`src/rtl/core/piecewise_linear_forward_curve_macros.svh`:
```
`ifndef PIECEWISE_LINEAR_FORWARD_CURVE_MACROS_SVH
`define PIECEWISE_LINEAR_FORWARD_CURVE_MACROS_SVH

// Same-cycle implication, sampled on clk, off during reset.
`define PLFC_ASSERT_IMP(label, cond, prop, msg) \
    label: assert property (@(posedge clk) disable iff (!rst_n) (cond) |-> (prop)) \
        else $error(msg);

// Next-cycle implication, sampled on clk, off during reset.
`define PLFC_ASSERT_NEXT(label, cond, prop, msg) \
    label: assert property (@(posedge clk) disable iff (!rst_n) (cond) |=> (prop)) \
        else $error(msg);

`endif

```
`src/rtl/core/plfc_pkg.sv`:
```
`timescale 1ns / 1ps
`default_nettype none
package plfc_pkg;

    localparam int MAX_KNOTS_DEF = 64;
    localparam int TIME_W        = 24;
    localparam int RATE_W        = 32;
    localparam int ENTRY_W       = TIME_W + 2 * RATE_W;
    localparam int DIV_W         = 64;

    localparam logic [1:0] OP_CLEAR  = 2'd0;
    localparam logic [1:0] OP_APPEND = 2'd1;
    localparam logic [1:0] OP_QUERY  = 2'd2;

    localparam logic signed [63:0] QLIM     = 64'sd70368744177664;
    localparam logic signed [63:0] RATE_MAX = 64'sd2147483647;
    localparam logic signed [63:0] RATE_MIN = -64'sd2147483648;

    typedef enum logic [2:0] {
        ST_OK    = 3'd0,
        ST_FULL  = 3'd1,
        ST_EMPTY = 3'd2,
        ST_ORDER = 3'd3,
        ST_SAT   = 3'd4
    } status_t;

    typedef enum logic [4:0] {
        C_NONE,
        C_LOAD,
        C_CLEAR,
        C_SET_FULL,
        C_SET_ORDER,
        C_SET_EMPTY,
        C_SET_NOP,
        C_FIRST,
        C_MUL_YT,
        C_MUL_YPTP,
        C_MUL_DC,
        C_NUM,
        C_DIV_NUM,
        C_CLAMP_Q,
        C_DIV_Q,
        C_SET_A,
        C_MUL_ATP,
        C_SET_B,
        C_MUL_AT,
        C_SET_E,
        C_WRITE,
        C_SRCH_INIT,
        C_RD_MID,
        C_SRCH_STEP,
        C_RD_LO,
        C_SET_END,
        C_MUL_Q,
        C_SET_Q,
        C_DONE
    } cmd_t;

    typedef struct packed {
        logic [1:0] op;
        logic       count_zero;
        logic       full;
        logic       order_bad;
        logic       div_done;
        logic       srch_open;
        logic       lo_at_end;
        logic       out_free;
    } dp_status_t;

    function automatic logic signed [31:0] sat32(input logic signed [63:0] v);
        logic signed [63:0] r;
        if (v > RATE_MAX)
            r = RATE_MAX;
        else if (v < RATE_MIN)
            r = RATE_MIN;
        else
            r = v;
        return r[31:0];
    endfunction

    function automatic logic is_sat32(input logic signed [63:0] v);
        return (v > RATE_MAX) || (v < RATE_MIN);
    endfunction

endpackage
`default_nettype wire

```
`src/rtl/core/plfc_ctrl.sv`:
```
`timescale 1ns / 1ps
`default_nettype none
module plfc_ctrl (
    input  wire logic                 clk,
    input  wire logic                 rst_n,
    input  wire logic                 in_valid,
    output logic                      in_ready,
    input  wire plfc_pkg::dp_status_t st,
    output plfc_pkg::cmd_t            cmd
);
    typedef enum logic [18:0] {
        S_IDLE     = 19'b0000000000000000001,
        S_DISPATCH = 19'b0000000000000000010,
        S_NUM1     = 19'b0000000000000000100,
        S_NUM2     = 19'b0000000000000001000,
        S_NUM3     = 19'b0000000000000010000,
        S_DIV1     = 19'b0000000000000100000,
        S_DIV1W    = 19'b0000000000001000000,
        S_DIV2     = 19'b0000000000010000000,
        S_DIV2W    = 19'b0000000000100000000,
        S_MULB     = 19'b0000000001000000000,
        S_SETB     = 19'b0000000010000000000,
        S_MULE     = 19'b0000000100000000000,
        S_SETE     = 19'b0000001000000000000,
        S_WR       = 19'b0000010000000000000,
        S_SR_ISSUE = 19'b0000100000000000000,
        S_SR_CMP   = 19'b0001000000000000000,
        S_QWAIT    = 19'b0010000000000000000,
        S_QEND     = 19'b0100000000000000000,
        S_DONE     = 19'b1000000000000000000
    } state_t;

    state_t state_reg, state_next;

    always_comb
    begin
        state_next = state_reg;
        cmd        = plfc_pkg::C_NONE;
        in_ready   = 1'b0;
        case (state_reg)
            S_IDLE:
            begin
                in_ready = 1'b1;
                if (in_valid)
                begin
                    cmd        = plfc_pkg::C_LOAD;
                    state_next = S_DISPATCH;
                end
            end
            S_DISPATCH:
            begin
                state_next = S_DONE;
                case (st.op)
                    plfc_pkg::OP_CLEAR:
                        cmd = plfc_pkg::C_CLEAR;
                    plfc_pkg::OP_APPEND:
                    begin
                        if (st.full)
                            cmd = plfc_pkg::C_SET_FULL;
                        else if (st.count_zero)
                            cmd = plfc_pkg::C_FIRST;
                        else if (st.order_bad)
                            cmd = plfc_pkg::C_SET_ORDER;
                        else
                        begin
                            cmd        = plfc_pkg::C_MUL_YT;
                            state_next = S_NUM1;
                        end
                    end
                    plfc_pkg::OP_QUERY:
                    begin
                        if (st.count_zero)
                            cmd = plfc_pkg::C_SET_EMPTY;
                        else
                        begin
                            cmd        = plfc_pkg::C_SRCH_INIT;
                            state_next = S_SR_ISSUE;
                        end
                    end
                    default:
                        cmd = plfc_pkg::C_SET_NOP;
                endcase
            end
            S_NUM1:
            begin
                cmd        = plfc_pkg::C_MUL_YPTP;
                state_next = S_NUM2;
            end
            S_NUM2:
            begin
                cmd        = plfc_pkg::C_MUL_DC;
                state_next = S_NUM3;
            end
            S_NUM3:
            begin
                cmd        = plfc_pkg::C_NUM;
                state_next = S_DIV1;
            end
            S_DIV1:
            begin
                cmd        = plfc_pkg::C_DIV_NUM;
                state_next = S_DIV1W;
            end
            S_DIV1W:
            begin
                if (st.div_done)
                begin
                    cmd        = plfc_pkg::C_CLAMP_Q;
                    state_next = S_DIV2;
                end
            end
            S_DIV2:
            begin
                cmd        = plfc_pkg::C_DIV_Q;
                state_next = S_DIV2W;
            end
            S_DIV2W:
            begin
                if (st.div_done)
                begin
                    cmd        = plfc_pkg::C_SET_A;
                    state_next = S_MULB;
                end
            end
            S_MULB:
            begin
                cmd        = plfc_pkg::C_MUL_ATP;
                state_next = S_SETB;
            end
            S_SETB:
            begin
                cmd        = plfc_pkg::C_SET_B;
                state_next = S_MULE;
            end
            S_MULE:
            begin
                cmd        = plfc_pkg::C_MUL_AT;
                state_next = S_SETE;
            end
            S_SETE:
            begin
                cmd        = plfc_pkg::C_SET_E;
                state_next = S_WR;
            end
            S_WR:
            begin
                cmd        = plfc_pkg::C_WRITE;
                state_next = S_DONE;
            end
            S_SR_ISSUE:
            begin
                // Narrow the window until it closes on the first knot at or past the time.
                if (st.srch_open)
                begin
                    cmd        = plfc_pkg::C_RD_MID;
                    state_next = S_SR_CMP;
                end
                else if (st.lo_at_end)
                begin
                    cmd        = plfc_pkg::C_SET_END;
                    state_next = S_DONE;
                end
                else
                begin
                    cmd        = plfc_pkg::C_RD_LO;
                    state_next = S_QWAIT;
                end
            end
            S_SR_CMP:
            begin
                cmd        = plfc_pkg::C_SRCH_STEP;
                state_next = S_SR_ISSUE;
            end
            S_QWAIT:
            begin
                cmd        = plfc_pkg::C_MUL_Q;
                state_next = S_QEND;
            end
            S_QEND:
            begin
                cmd        = plfc_pkg::C_SET_Q;
                state_next = S_DONE;
            end
            S_DONE:
            begin
                // Hold until the output register is free.
                if (st.out_free)
                begin
                    cmd        = plfc_pkg::C_DONE;
                    state_next = S_IDLE;
                end
            end
            default:
                state_next = S_IDLE;
        endcase
    end

    always_ff @(posedge clk or negedge rst_n)
    begin
        if (!rst_n)
            state_reg <= S_IDLE;
        else
            state_reg <= state_next;
    end
endmodule
`default_nettype wire

```
`config.mk`:
```
export PLATFORM = sky130hd
export DESIGN_NAME = plfc_ctrl
export DESIGN_NICKNAME = d
export VERILOG_FILES = /design/src/rtl/core/piecewise_linear_forward_curve_macros.svh /design/src/rtl/core/plfc_pkg.sv /design/src/rtl/core/plfc_ctrl.sv
export SDC_FILE = /design/constraint.sdc
export NUM_CORES = 1
export LEC_CHECK = 0
export BUFFER_PORTS_ARGS = -buffer_cell sky130_fd_sc_hd__buf_2
export CAP_MARGIN = 20
export CORE_AREA = 2 2 59 55
export CTS_CLUSTER_SIZE = 8
export DETAILED_ROUTE_END_ITERATION = 6
export DIE_AREA = 0 0 61 57
export GPL_ROUTABILITY_DRIVEN = 0
export PLACE_DENSITY = 0.77
export SLEW_MARGIN = 20
export SYNTH_ARGS = -nofsm -noshare
export SYNTH_HDL_FRONTEND = slang
export SYNTH_SLANG_ARGS = --single-unit
```
`constraint.sdc`:
```
create_clock -name clk -period 2.2 [get_ports clk]
set_clock_uncertainty 0.1 [all_clocks]
set_input_delay 0.22 -clock clk [delete_from_list [all_inputs] [get_ports clk]]
set_output_delay 0.22 -clock clk [all_outputs]
set_load 0.02 [all_outputs]
```
Yosys cells after proc, flatten, opt, wreduce, memory -nomap -nowiden
Index checks and enable logic that the tools add are counted.

cells by class
  equal/unequal tests = 25
  mux-type cells = 25
  reduce and logical (&&, ||, !) cells = 3

operator list
  kind                                             number
  one-hot mux 19 bit (18 select lines)             1
  two-way mux 19 bit                               10
  one-hot mux 5 bit (19 select lines)              1
  one-hot mux 19 bit (2 select lines)              1
  two-way mux 4 bit                                6
  == test 19 x 1 -> 1 bit, second input constant   1
  == test 19 x 10 -> 1 bit, second input constant  1
  == test 19 x 11 -> 1 bit, second input constant  1
  == test 19 x 12 -> 1 bit, second input constant  1
  == test 19 x 13 -> 1 bit, second input constant  1
  == test 19 x 14 -> 1 bit, second input constant  1
  == test 19 x 15 -> 1 bit, second input constant  1
  == test 19 x 16 -> 1 bit, second input constant  1
  == test 19 x 17 -> 1 bit, second input constant  1
  == test 19 x 18 -> 1 bit, second input constant  1
  == test 19 bit, second input constant            1
  == test 19 x 2 -> 1 bit, second input constant   1
  == test 19 x 3 -> 1 bit, second input constant   1
  == test 19 x 4 -> 1 bit, second input constant   1
  == test 19 x 5 -> 1 bit, second input constant   1
  == test 19 x 6 -> 1 bit, second input constant   1
  == test 19 x 7 -> 1 bit, second input constant   1
  == test 19 x 8 -> 1 bit, second input constant   1
  == test 19 x 9 -> 1 bit, second input constant   1
  9 further kinds                                  15

word-level totals
  output and inout bits = 6
  input bits = 12
  bits in registers = 19

Logic depth before layout (Yosys ltp)
Gate-level depths: netlist of the first run.

  depth in word-level cells = 5
  depth in mapped cells = 6

Worst setup path before layout of the first run
OpenSTA, ideal clock, no wires.

  path type = register -> output
  start point = reg state_reg[9]
  end point = out cmd[3]
  slack = -0.273 ns
  data required time = 1.880 ns
  arrival time = 2.153 ns
  cell stages (with the launch flop) = 6
  path through = dfrtp_1 -> or4_4 -> or3_4 -> nor4_4 -> nand3_2 -> o2111ai_1

on the way
  longest elaborated chain between the ends = 2
  elaborated cells on any way between the ends = 20
  classes of those cells = eq/ne (19); mux (1)

ends and longest elaborated chain
  element                                       RTL line          RTL
  start, declared                               plfc_ctrl.sv:33   state_t state_reg, state_next;
  start signal, assigned                        plfc_ctrl.sv:203  state_reg <= state_next;
  == test 19 bit, or another cell as far along  plfc_ctrl.sv:40   case (state_reg)
  one-hot mux 5 bit (19 select lines) (*)       plfc_ctrl.sv:40
  end, declared                                 plfc_ctrl.sv:9    output plfc_pkg::cmd_t cmd

Mark *: on every way between the ends. The rest lies on a longest branch, timed or not.

Worst setup path after layout of the first run
  start point = reg state_reg[9]
  end point = out cmd[4]

Same word-level chain as after synthesis.

==> results of run 1 <==
cells by family (layout without fill, tap and decap cells):
logic type / Yosys count / count (layout)
simple gates: 96 / 96
fa+ha+maj: 4 / 4
buf+inv: 13 / 81
flops: 19 / 19
compound gates: 19 / 19
xor+xnor: 5 / 5
cells in the final DEF (no fill, tap or decap), types with 4 or more instances in the layout:
cell	count
sky130_fd_sc_hd__nand4_1	5
sky130_fd_sc_hd__nor4_2	8
sky130_fd_sc_hd__inv_1	8
sky130_fd_sc_hd__xnor2_1	4
sky130_fd_sc_hd__ha_1	4
sky130_fd_sc_hd__buf_4	52
sky130_fd_sc_hd__nor2_1	14
sky130_fd_sc_hd__buf_2	11
sky130_fd_sc_hd__a21oi_1	4
sky130_fd_sc_hd__and3_1	4
sky130_fd_sc_hd__nand2b_1	5
sky130_fd_sc_hd__nor4_1	4
sky130_fd_sc_hd__nor3_1	12
sky130_fd_sc_hd__nor4_4	4
sky130_fd_sc_hd__nand2_1	8
sky130_fd_sc_hd__buf_6	4
sky130_fd_sc_hd__dfrtp_1	18
stage by stage:
| stage | hold WS [ns] | TNS [ns] | power (mW) |
|---|---|---|---|
| after floorplan | -0.176 | -0.389 | 0.769 |
| after global placement | 0.0875 | -0.757 | 1.05 |
| after detailed placement | 0.0892 | -1.18 | 1.07 |
| after CTS | 0.00524 | -3.25 | 1.33 |
| after global routing | 0.0123 | -4.25 | 1.51 |
| final | 0.0167 | -3.72 | 1.46 |
worst max-delay path by stage:
stage | end | cells past startpoint | start
3_3_place_gp | cmd[0] | 6 | state_reg[8]$_DFFE_PN0P_
3_5_place_dp | cmd[3] | 6 | state_reg[8]$_DFFE_PN0P_
2_1_floorplan | cmd[3] | 5 | state_reg[9]$_DFFE_PN0P_
4_1_cts | cmd[4] | 7 | state_reg[9]$_DFFE_PN0P_
5_1_grt | cmd[1] | 7 | state_reg[9]$_DFFE_PN0P_
6_report | cmd[4] | 7 | state_reg[9]$_DFFE_PN0P_
power by group through the flow:
| stage | registers (mW) | clock network, mW | logic [mW] |
|---|---|---|---|
| after floorplan | 0.402 | 0 | 0.367 |
| after global placement | 0.407 | 0 | 0.640 |
| after detailed placement | 0.410 | 0 | 0.659 |
| after CTS | 0.403 | 0.189 | 0.742 |
| after global routing | 0.409 | 0.210 | 0.894 |
| final | 0.406 | 0.198 | 0.852 |
what timing repair did:
action / 4_1_cts / 5_1_grt
hold buffers: 2 / 0
pin swaps: 9 / 5
setup buffers: 5 / 2
endpoints found under the setup margin: 9 / 14
gates resized for setup: 23 / 10
endpoints found under the hold margin: 19 / 0
layout make-up:
type | count | area, um2 | area share [%]
clock buffers | 4 | 26.3 | 1.24
flip-flops and latches | 19 | 477 | 22.5
inverters | 8 | 30.0 | 1.41
repair buffers | 69 | 510 | 24.0
multi-input cells | 124 | 1030 | 48.4
well taps | 42 | 52.6 | 2.47
routing by layer:
| metal | global-route usage [%] | share of wire, % | routed length (um) | vias up |
|---|---|---|---|---|
| met5 | 0 | 0 | 0 | - |
| met3 | 6.35 | 9.3 | 509 | 39 |
| met1 | 41.7 | 37 | 2020 | 848 |
| li1 | - | - | - | 737 |
| met2 | 54.1 | 48 | 2610 | 139 |
| met4 | 14.9 | 5.6 | 307 | 0 |
==> results list, run 1 <==
- The flow ran to the end, but the final reports show violations.
- The final reports fail on negative setup slack.
- VDD sags by at most roughly 0.48 mV.
* Crit Path Class: reg2out
- Path depth of the worst reg2reg path: 7
* Fraction of layout cells with a size suffix above 1: a little under half
- For hold timing, the worst endpoint is state_reg[16]$_DFFE_PN0P_.
- Entering global routing, the biggest net connects 20 pins.
- Number of synthesized flops with an enable pin: 0
* Post-Place Cells: 254
* Final #Nets: ~240
- Global-route wire length before repair: 8520 um
- Worst min-delay path class: in2reg
- Full die area: between 3000 and 4000 um2
- The most used flip-flop cell after synthesis is sky130_fd_sc_hd__dfrtp_1.
- Synthesis inferred 19 register bits.
- Number of top-level design ports: 18
- Half-perimeter wire length of the detailed placement result: around 3600 um
- The slowest stage of the critical path is the sky130_fd_sc_hd__or4_4 cell.
* Most area-hungry cell type in the Yosys netlist: sky130_fd_sc_hd__dfrtp_1
- Net switching power figure: 0.618 mW
- After synthesis, the cell types taking the most area are sky130_fd_sc_hd__dfrtp_1 (32%), sky130_fd_sc_hd__nor4_2 (5.3%), sky130_fd_sc_hd__nor3_1 (5.0%).
- After filler insertion, the fill cell instance count of the layout stands at about 190.
* Hold path depth: 2
- TritonCTS built the clock tree.
* Static Leakage: just under 1 nW
- Combinational group share of total power: between 50% and 60%
- Number of distinct standard cells referenced by the synthesized netlist: 42
* Most common cell in the synthesized netlist: sky130_fd_sc_hd__dfrtp_1
- In this run the cell area measured after placement is between 1500 and 2000 um2.
- The clock network accounts for between 10 and 15% of the total power.
* Cell row count: 19
- In this run the deepest clock path goes through 2 buffers.
- Register area share after synthesis: between 30 and 40%
- After routing the design area is between 2000 and 2500 um2.
- Global routing used between 30% and 40% of the available tracks across all layers.
- CP max stage delay: about 0.56 ns
* Setup repair after global routing missed its margin: true
- By area, the combinational part of the netlist is dominated by simple AND/OR/NAND/NOR gates.
- Among cell families on the critical path, the largest total delay comes from simple AND/OR/NAND/NOR gates.
* Die H: around 57 um
- Count of yosys warnings during synthesis: 0
- Measured slew at the worst slew-check pin: approximately 0.60 ns
- Antenna violations before repair: 0
* Clock slew at reported path FFs: about 0.13 ns
* Multiplexer share of the synthesized area: 0%
- The initial utilization of the core area, before any placement, comes to between 40% and 50%.
* Total clock sinks: 19
* Global-route congestion overflow total: 0
* Worst setup slack before clock tree synthesis: -0.243 ns
* Complex-gate fraction of the synthesized area: about a tenth
- The share of synthesized area in the top cell type comes to between 30% and 40%.
- Peak clock frequency supported by timing: 357 MHz
* Setup slack of the most critical reg-to-reg path: -0.14 ns
- Arrival time reported for the critical path endpoint: roughly 2.5 ns
* Maximum capacitance violations: 0
- End of the worst register-to-register path: state_reg[0]$_DFFE_PN1P_
* Switching share of total power: between 40 and 50%
- Minimum clock period after layout: 2.80 ns
- The register with the most flip-flops in the layout has 19 of them.
- Via Count: about 1800
- Arithmetic-cell share of the synthesized area counting full adders, half adders and majority gates: under 10%
- In this run the number of H-tree levels came out at 1.
- Max-slew headroom: 59.2%
* Max-slew violation total from the final report: 0
- Async S/R FF share, synth: 100%
- Synth Instances: roughly 160
* Vias in the first global route: ~1700
* N_diodes: 0
- DRC violation count after routing: 0
* PnR worst setup slack: -0.604 ns
- Number of I/O port buffers: 17
- Portion of total power attributed to sequential cells: between 20% and 30%
- The internal portion of the total power is roughly 0.84 mW.
- The count of nets left with antenna violations once routing finished came out at 0.
* Clk_lat worst skew: around 0.32 ns
- Buffers inserted during clock tree synthesis total 3.
- For the worst setup path, the data required time is roughly 1.9 ns.
* Final hold violation count: 0
- Walking the worst path, the cells encountered are or4_4, or3_4, nor4_4, buf_4, nand3b_1, nand3_2, buf_6.
- After detailed routing, the number of vias per cell comes to 6.63.
* Portion of the clock cycle consumed by the worst path in the final layout: 127%
* CP Buf/Inv Count: 2
- Along the worst path, the maximum fanout reaches 3.
- For this block, the initial DRC count from the detailed router was between 100 and 150.
- The startpoint identified for the worst hold timing path is st[2].
- Relative to the synthesized area, the layout overhead comes to 51.1%.
- Critical Path Sink Type: output pin
- The count of cells in the finished layout, fillers not included, comes to 266.
- Routed wire length: between 5000 and 6000 um
* Power per Cell Area: a little under 700 nW/um2
- Dividing the detail-routed wire length by the instance count gives between 20 and 25 um.
- Synth Area per Inst: around 9.0 um2
- Leading cell types by count after synthesis: sky130_fd_sc_hd__dfrtp_1 (18), sky130_fd_sc_hd__nor2_1 (14), sky130_fd_sc_hd__nor3_1 (14)
- The floorplan step set the die width to between 60 and 70 um.
* XOR/XNOR share of the synthesized area: under 10%
- Length of the first detailed-routing pass in iterations: 5
- Synthesized-area fraction occupied by and/or/nand/nor cells: 46.0%
- Master cell of the clock root buffer: sky130_fd_sc_hd__clkbuf_4
* Startpoint class of the critical path: register
- The cell area that synthesis handed to floorplanning was approximately 1400 um2.
- Layout Utilization: a little over 70%
- Counting every net in the synthesized netlist gives approximately 170.
- In this run the critical register-to-register path is launched from state_reg[9]$_DFFE_PN0P_.
- The core region is between 2000 and 3000 um2.
* Number of setup violations in the final report: 11
(Power assumes the default switching activity.)
==> run 2: changes to the inputs <==
--- a/config.mk
+++ b/config.mk
@@ -13,7 +13,9 @@
 export DIE_AREA = 0 0 61 57
 export GPL_ROUTABILITY_DRIVEN = 0
 export PLACE_DENSITY = 0.77
+export REMOVE_ABC_BUFFERS = 1
 export SLEW_MARGIN = 20
 export SYNTH_ARGS = -nofsm -noshare
 export SYNTH_HDL_FRONTEND = slang
 export SYNTH_SLANG_ARGS = --single-unit
+export TNS_END_PERCENT = 10
==> run 2 against run 1 <==
The flow still finishes with violations (negative setup slack); first-iteration DRC count rose by 5.8%; cell count fell by 0.38%; routed wire length fell by 14%; power fell by 9.6%; non-clock buffer count fell by 1; setup slack improved by 0.010 ns; sequential power barely moved; register-to-register slack improved by 0.04 ns; critical path type unchanged.
==> results list, run 2 (same netlist as run 1, synthesis figures left out) <==
* Final #Nets: 240 (-0.41%)
* Layout filler cell count: 243 (+29%)
- Setup repair after global routing could not meet its margin everywhere.
* PnR worst setup slack: -0.593 ns (+0.0105 ns)
- The total inserted antenna cells came to 0 (unchanged).
- Clk_lat worst skew: 0.31 ns (about the same)
* Startpoint class of the critical path: register
- The run finished, with violations left.
- The maximum ir drop on the vdd rail came to 0.442 mV (-7.4%).
* Area occupied by multi-input gates: 956 um2 (-6.9%)
* Max-slew violation total from the final report: 0 (unchanged)
- The hold slack came to 0.0786 ns (+0.0619 ns).
- Portion of the clock cycle consumed by the worst path in the final layout: 127% (-0.48 points)
- Largest net degree at the start of global routing: 20 (unchanged)
- The final period demand of the worst path came to 2.79 ns (-0.0105 ns).
* Static Leakage: 0.971 nW (-1.7%)
- The starting DRC count in detailed routing came to 127 (+5.8%).
* Overall Global Routing Usage: 28.3% (-4.8 points)
- The power per cell area is 650 nW/um2 (-5.2%).
- Flip-flop count of the largest register, all copies and words added: 19 (unchanged)
- The area occupied by registers was 477 um2 (unchanged).
- Remaining antenna violation count after routing: 0 (unchanged)
* Internal power: 0.782 mW (-6.8%)
- Antenna violations before repair: 0 (unchanged)
- Measured slew at the worst slew-check pin: 0.485 ns (-0.119 ns)
* Total clock sinks: 19 (unchanged)
* Detail Route met2 WL: 2260 um (-13%)
* Setup fix buffers added after clock tree synthesis: 0 (-5)
* Vias per cell: 6.15 (-7.1%)
* Critical Path Sink Type: output pin
- The effective utilization at floorplan is 48.1% (unchanged).
- Routed wl met3: 440 um (-14%)
- CTS placed an instance of sky130_fd_sc_hd__clkbuf_4 at the clock tree root.
* Global-route wire length before repair: 7420 um (-13%)
* Number of buffers added by the clock tree synthesis step: 3 (unchanged)
- Net switching power figure: 0.536 mW (-13%)
* Crit Path Class: reg2out
- The number of design rule violations left after detail routing was 0 (unchanged).
- The count of input and output buffers is 17 (unchanged).
- Leaving out fill and tap cells, the most frequent cells in the layout are sky130_fd_sc_hd__buf_4 (51), sky130_fd_sc_hd__dfrtp_1 (18), sky130_fd_sc_hd__nor2_1 (14), sky130_fd_sc_hd__buf_2 (14), sky130_fd_sc_hd__nor3_1 (13).
* Routed wire length: 4660 um (-14%)
- Half-perimeter wire length of the detailed placement result: 3510 um (-1.4%)
- Commonest non-fill, non-tap cell in the layout: sky130_fd_sc_hd__buf_4
- The highest metal layer carrying signal wires in the routed design is met4.
* Mean routed wirelength per cell: 17.6 um (-14%)
* CTS H-Tree Depth: 1 (unchanged)
* Area Growth Syn to Fin: 44.2%
- The pre-CTS setup slack came to -0.273 ns (-0.0303 ns).
- The maximum clock rate is 358 MHz (+0.38%).
- M1 wire length: 1790 um (-11%)
* Worst EP required: 1.88 ns (about the same)
- Max-slew headroom: 67.7% (+8.5 points)
* Fraction of layout cells with a size suffix above 1: 41.7% (-5.2 points)
- Core footprint: 2920 um2 (unchanged)
* Portion of total power attributed to sequential cells: 30.6% (+2.7 points)
- The number of global-route vias before repair was 1634 (-5.9%).
- Worst min-delay path class: in2reg
- The routed via count is 1631 (-7.5%).
* Failing checks: negative setup slack
* Final hold violation count: 0 (unchanged)
* Global-route congestion overflow total: 0 (unchanged)
- Clock Path Buffers: 2 (unchanged)
- Maximum capacitance violations: 0 (unchanged)
- The number of I/O pins came to 18 (unchanged).
- Arrival time reported for the critical path endpoint: 2.47 ns (about the same)
* Length of the first detailed-routing pass in iterations: 5 (unchanged)
- The vertical extent of the die came to 57 um (unchanged).
- The switching part of the total came to 40.7% (-1.8 points).
- The final number of setup-violating endpoints is 10 (-1).
* Max Fanout on Critical Path: 6 (+3)
- Clock Power Share: 14.0% (+0.4 points)
* Cell row count: 19 (unchanged)
- Chip width: 61 um (unchanged)
- Clock slew at reported path FFs: 0.11 ns (-0.02 ns)
* Full die area: 3480 um2 (unchanged)
- TritonCTS clock tree: built
* Combinational group share of total power: 55.5% (-3.0 points)
run 2: cell types whose count changed in the layout (fill, tap and decap cells not counted), moves of 2 or more:
cell / before / now
sky130_fd_sc_hd__a211oi_1: 0 / 2
sky130_fd_sc_hd__nor4_1: 4 / 8
sky130_fd_sc_hd__nor4_2: 8 / 4
sky130_fd_sc_hd__buf_6: 4 / 0
sky130_fd_sc_hd__a211oi_2: 2 / 0
sky130_fd_sc_hd__buf_2: 11 / 14
run 2: path summary, 6_finish.rpt:
| path | start | to | slack [ns] | cells past startpoint |
|---|---|---|---|---|
| min reg2reg | state_reg[18]$_DFFE_PN0P_ | state_reg[17]$_DFFE_PN0P_ | 0.52 | 2 |
| min in group asynchronous | rst_n | state_reg[17]$_DFFE_PN0P_ | 0.29 | 2 |
| min | in_valid | state_reg[1]$_DFFE_PN0P_ | 0.08 | 3 |
| max reg2reg | state_reg[9]$_DFFE_PN0P_ | state_reg[8]$_DFFE_PN0P_ | -0.10 | 8 |
| max in group asynchronous | rst_n | state_reg[0]$_DFFE_PN1P_ | 1.36 | 2 |
| max | state_reg[9]$_DFFE_PN0P_ | cmd[3] | -0.59 | 6 |
run 2: repair_timing:
| action | 4_1_cts | 5_1_grt |
|---|---|---|
| resized for setup | 9 | 5 |
| hold endpoints to repair | 19 | 0 |
| setup endpoints to repair | 10 | 12 |
| pin swaps | 1 | 3 |
| hold buffers | 3 | 0 |
run 2: metrics by stage:
stage | setup TNS [ns] | instance area [um2] | util (%) | power [mW] | cells
4_1_cts | -3.19 | 1990 | 68.0 | 1.30 | 265
2_1_floorplan | -0.575 | 1380 | - | 0.761 | 151
3_5_place_dp | -1.35 | 1880 | 64.4 | 1.07 | 258
5_1_grt | -4.22 | 2030 | 69.3 | 1.40 | 265
6_report | -3.34 | 2030 | 69.3 | 1.32 | 265
3_3_place_gp | -0.707 | 1880 | 64.4 | 1.04 | 258
run 2: worst max-delay path: stages, from the launching register on:
cell and delay [ns]:
sky130_fd_sc_hd__dfrtp_1 0.41, sky130_fd_sc_hd__or4_4 0.57, sky130_fd_sc_hd__or3_4 0.38, sky130_fd_sc_hd__nor4_4 0.32
sky130_fd_sc_hd__nand3_2 0.14, sky130_fd_sc_hd__o2111ai_2 0.18, sky130_fd_sc_hd__buf_4 0.17
run 2: per-layer routing:
metal	track usage, %	vias to the layer above
li1	-	739
met4	9.01	0
met1	35.8	753
met2	47.2	116
met3	6.58	23
met5	0	-
run 2: area by class of cell:
| cell class | count | area share (%) |
|---|---|---|
| clock buffers | 3 | 1.11 |
| clock inverters | 1 | 0.247 |
| inverters | 8 | 1.48 |
| multi-input cells | 124 | 47.2 |
| flip-flops and latches | 19 | 23.5 |
| well taps | 42 | 2.59 |
| repair buffers | 68 | 23.8 |
run 2: power groups by stage:
stage	Sequential (mW)	Combinational, mW	Clock, mW
after floorplan	0.423	0.338	0
after global placement	0.405	0.637	0
after detailed placement	0.407	0.660	0
after CTS	0.401	0.702	0.193
after global routing	0.405	0.783	0.209
final	0.403	0.731	0.184
==> run 3: changes to the inputs <==
--- a/config.mk
+++ b/config.mk
@@ -5,14 +5,15 @@
 export SDC_FILE = /design/constraint.sdc
 export NUM_CORES = 1
 export LEC_CHECK = 0
+export ABC_AREA = 1
 export BUFFER_PORTS_ARGS = -buffer_cell sky130_fd_sc_hd__buf_2
 export CAP_MARGIN = 20
-export CORE_AREA = 2 2 59 55
+export CORE_AREA = 2 2 60 56
 export CTS_CLUSTER_SIZE = 8
 export DETAILED_ROUTE_END_ITERATION = 6
-export DIE_AREA = 0 0 61 57
+export DIE_AREA = 0 0 62 58
 export GPL_ROUTABILITY_DRIVEN = 0
-export PLACE_DENSITY = 0.77
+export PLACE_DENSITY = 0.79
 export REMOVE_ABC_BUFFERS = 1
 export SLEW_MARGIN = 20
 export SYNTH_ARGS = -nofsm -noshare
==> run 3 against run 2 <==
The flow still finishes with violations (negative setup slack); cell count rose by 11%; via count fell by 6.7%; maximum frequency rose by 23%; flip-flop and latch count did not move; clock power rose by 8%; largest cell class unchanged; largest power group unchanged.
==> results list, run 3 <==
- Status: finished, violations left
- Failing checks: negative setup slack
- The library cells used most frequently in the layout, excluding fill and tap cells, are sky130_fd_sc_hd__inv_1 (49), sky130_fd_sc_hd__nand2_1 (40), sky130_fd_sc_hd__nor2_1 (29), sky130_fd_sc_hd__nand3_1 (19), sky130_fd_sc_hd__dfrtp_1 (18).
- Critical Path Sink Type: output pin
- Sequential standard cell area: 477 um2 (unchanged)
- Layout Utilization: 60.2% (-9.1 points)
- The share of the synthesized area in the top cell type came to 30.1% (-2.0 points).
* Max-slew violation total from the final report: 0 (unchanged)
- The number of global-route vias before repair was 1361 (-17%).
- CP Buf/Inv Count: 1 (unchanged)
- The area after detailed placement is 1640 um2 (-13%).
- Final hold violation count: 0 (unchanged)
- Final cell area excluding filler cells: 1790 um2 (-12%)
* Most common cell in the synthesized netlist: sky130_fd_sc_hd__inv_1
* Peak clock frequency supported by timing: 440 MHz (+23%)
- The overall routing resource usage was 22.7% (-5.6 points).
* Worst min-delay path class: in2reg
* Core footprint: 2970 um2 (+1.6%)
- Die H: 58 um (+1.8%)
- The total inserted antenna cells came to 0 (unchanged).
- Kind of cell adding the most delay to the critical path: simple AND/OR/NAND/NOR gates
- Master cell of the clock root buffer: sky130_fd_sc_hd__clkbuf_4
- The detailed-route wire length per cell came to 12.5 um (-29%).
- STA classifies the critical path startpoint as a register.
* Leading cell types by count after synthesis: sky130_fd_sc_hd__inv_1 (49), sky130_fd_sc_hd__nand2_1 (40), sky130_fd_sc_hd__nor2_1 (31)
* Remaining antenna violation count after routing: 0 (unchanged)
* Non-Filler Instances: 294 (+11%)
* Portion of the clock cycle consumed by the worst path in the final layout: 103% (-24 points)
* Total power draw: 1.18 mW (-10%)
- The global-route wire length before repair is 6060 um (-18%).
- The final period demand of the worst path is 2.27 ns (-0.519 ns).
- Max-slew headroom: 71.8% (+4.1 points)
- Number of top-level design ports: 18 (unchanged)
* Worst setup slack before clock tree synthesis: 0.220 ns (+0.493 ns)
- The power per cell area is 662 nW/um2 (+1.7%).
- The total die area came to 3600 um2 (+3.4%).
- The synthesized flop and latch total came to 19 (unchanged).
- Leading cell types by total area after synthesis: sky130_fd_sc_hd__dfrtp_1 (30%), sky130_fd_sc_hd__inv_1 (12%), sky130_fd_sc_hd__nand2_1 (10%)
- Among all flip-flop cells after synthesis, the most frequent one is sky130_fd_sc_hd__dfrtp_1.
- The final number of setup-violating endpoints is 5 (-5).
- From synthesis to final layout, the design area changed by 19.4%.
- The multi-input combinational cell area was 897 um2 (-6.2%).
- Clk_lat worst skew: 0.32 ns (about the same)
- The overall routed net length came to 3680 um (-21%).
- The number of warnings issued by yosys was 0 (unchanged).
- The number of buffers created by CTS is 3 (unchanged).
- Synth Instances: 225 (+44%)
- Most area-hungry cell type in the Yosys netlist: sky130_fd_sc_hd__dfrtp_1
- Number of distinct standard cells referenced by the synthesized netlist: 28 (-33%)
* PnR worst setup slack: -0.0747 ns (+0.519 ns)
- The maximum ir drop on the vdd rail is 0.386 mV (-13%).
* Async S/R FF share, synth: 100% (unchanged)
- Walking the worst path, the cells encountered are nor2_2, nand2_2, nor2_4, nand3_1, o21ai_1, nor2_1, nand4_1, buf_2.
- The largest individual stage delay along the critical path comes from the cell sky130_fd_sc_hd__dfrtp_1.
* Arrival time reported for the critical path endpoint: 1.95 ns (-0.52 ns)
- Vias per cell: 5.18 (-16%)
* Measured slew at the worst slew-check pin: 0.423 ns (-0.0617 ns)
- CTS H-Tree Depth: 1 (unchanged)
* Worst EP required: 1.88 ns (about the same)
- Max Fanout on Critical Path: 7 (+1)
* Largest net degree at the start of global routing: 20 (unchanged)
- Global-route congestion overflow total: 0 (unchanged)
- Cell row count: 19 (unchanged)
- The sequential cell area fraction in the yosys report came to 31.8% (-2.1 points).
- Starting utilization of the core area: 50.4% (+2.3 points)
- Leaving out fill and tap cells, the most frequent cell in the layout is sky130_fd_sc_hd__inv_1.
- Setup repair after global routing could not meet its margin everywhere.
- TritonCTS built the clock tree.
* Clock Path Buffers: 2 (unchanged)
- Total clock sinks: 19 (unchanged)
- Post-Syn Area: 1500 um2 (+6.6%)
- The mean instance size in the synthesized netlist came to 6.66 um2 (-26%).
- Crit Path Class: reg2out
- Static Leakage: 1.05 nW (+8.5%)
* Maximum capacitance violations: 0 (unchanged)
- Length of the first detailed-routing pass in iterations: 4 (-1)
- Number of I/O port buffers: 17 (unchanged)
* Layout filler cell count: 286 (+18%)
- The number of flip-flops in the largest register was 19 (unchanged).
* Half-perimeter wire length of the detailed placement result: 2820 um (-20%)
- The highest cell delay on the worst timing path is 0.41 ns (-0.16 ns).
- DRC violation count after routing: 0 (unchanged)
- The overall die width was 62 um (+1.6%).
- Iteration-0 DRC Markers: 61 (-52%)
- Number of synthesized flops with an enable pin: 0 (unchanged)
- The clock slew at the register clock pins of the worst setup and hold paths is 0.13 ns (+0.02 ns).
* Final #Nets: 269 (+12%)
- Via Count: 1522 (-6.7%)
- The placed instance count came to 284 (+10%).
- The fraction of final layout cells with drive strength greater than 1 was 23.4% (-18 points).
* Antenna violations before repair: 0 (unchanged)
run 3: changes by cell type in the layout (fill, tap and decap cells not counted), sizes merged, moves of 6 or more:
cell	delta
o21ai	+6
buf	-44
nand3	+17
inv	+42
nor2	+29
nor4	-15
nand2	+39
run 3: layout make-up:
class,instances,share of cell area [%]
clock buffers,3,1.26
repair buffers,23,8.19
flip-flops and latches,19,26.7
clock inverters,1,0.280
multi-input cells,156,50.2
well taps,42,2.94
inverters,50,10.5
run 3: layer usage:
layer	share of wire, %	vias to the layer above	wire length, um	track usage, %
li1	-	759	-	-
met1	44	694	1610	32.6
met2	46	56	1700	34.4
met3	7.5	13	275	4.02
met4	2.5	0	93	6.99
met5	0	-	0	0
run 3: what timing repair did:
action / CTS / global route
hold buffers: 2 / 0
setup buffers: 4 / 0
pin swaps: 4 / 0
resized for setup: 15 / 5
endpoints found under the hold margin: 19 / 0
endpoints found under the setup margin: 5 / 5
run 3: worst register-to-register path: cells and delay by family (launching register included):
| kind | cells | cell delay [ns] |
|---|---|---|
| buffers and inverters | 1 | 0.05 |
| and+or+nand+nor | 9 | 1.11 |
| DFF | 1 | 0.41 |
run 3: final timing paths:
| check | start | end | slack (ns) | depth (start not counted) |
|---|---|---|---|---|
| min in group asynchronous | rst_n | state_reg[17]$_DFFE_PN0P_ | 0.25 | 2 |
| max in group asynchronous | rst_n | state_reg[0]$_DFFE_PN1P_ | 1.42 | 2 |
| min reg2reg | state_reg[8]$_DFFE_PN0P_ | state_reg[8]$_DFFE_PN0P_ | 0.50 | 2 |
| max | state_reg[10]$_DFFE_PN0P_ | cmd[2] | -0.07 | 8 |
| max reg2reg | state_reg[10]$_DFFE_PN0P_ | state_reg[9]$_DFFE_PN0P_ | 0.44 | 10 |
| min | in_valid | state_reg[0]$_DFFE_PN1P_ | 0.07 | 4 |
run 3: stage by stage:
step                      hold WS [ns]  TNS (ns)
after floorplan                 -0.176         0
after global placement          0.0853         0
after detailed placement        0.0890         0
after CTS                       0.0725  -0.00810
after global routing            0.0970    -0.790
final                           0.0661    -0.234
run 3: power by group:
group | internal, mW | switching, mW | leakage, nW
Combinational | 0.185 | 0.407 | 0.775
Sequential | 0.379 | 0.0145 | 0.261
Clock | 0.0682 | 0.130 | 0.0177
run 3: kinds of logic after synthesis:
kind of cell	after synthesis	share of synthesized area, %
and+or+nand+nor	134	45.5
buffers and inverters	50	12.5
DFF	19	31.8
AOI/OAI and AO/OA	18	6.77
adders and majority gates	4	3.34
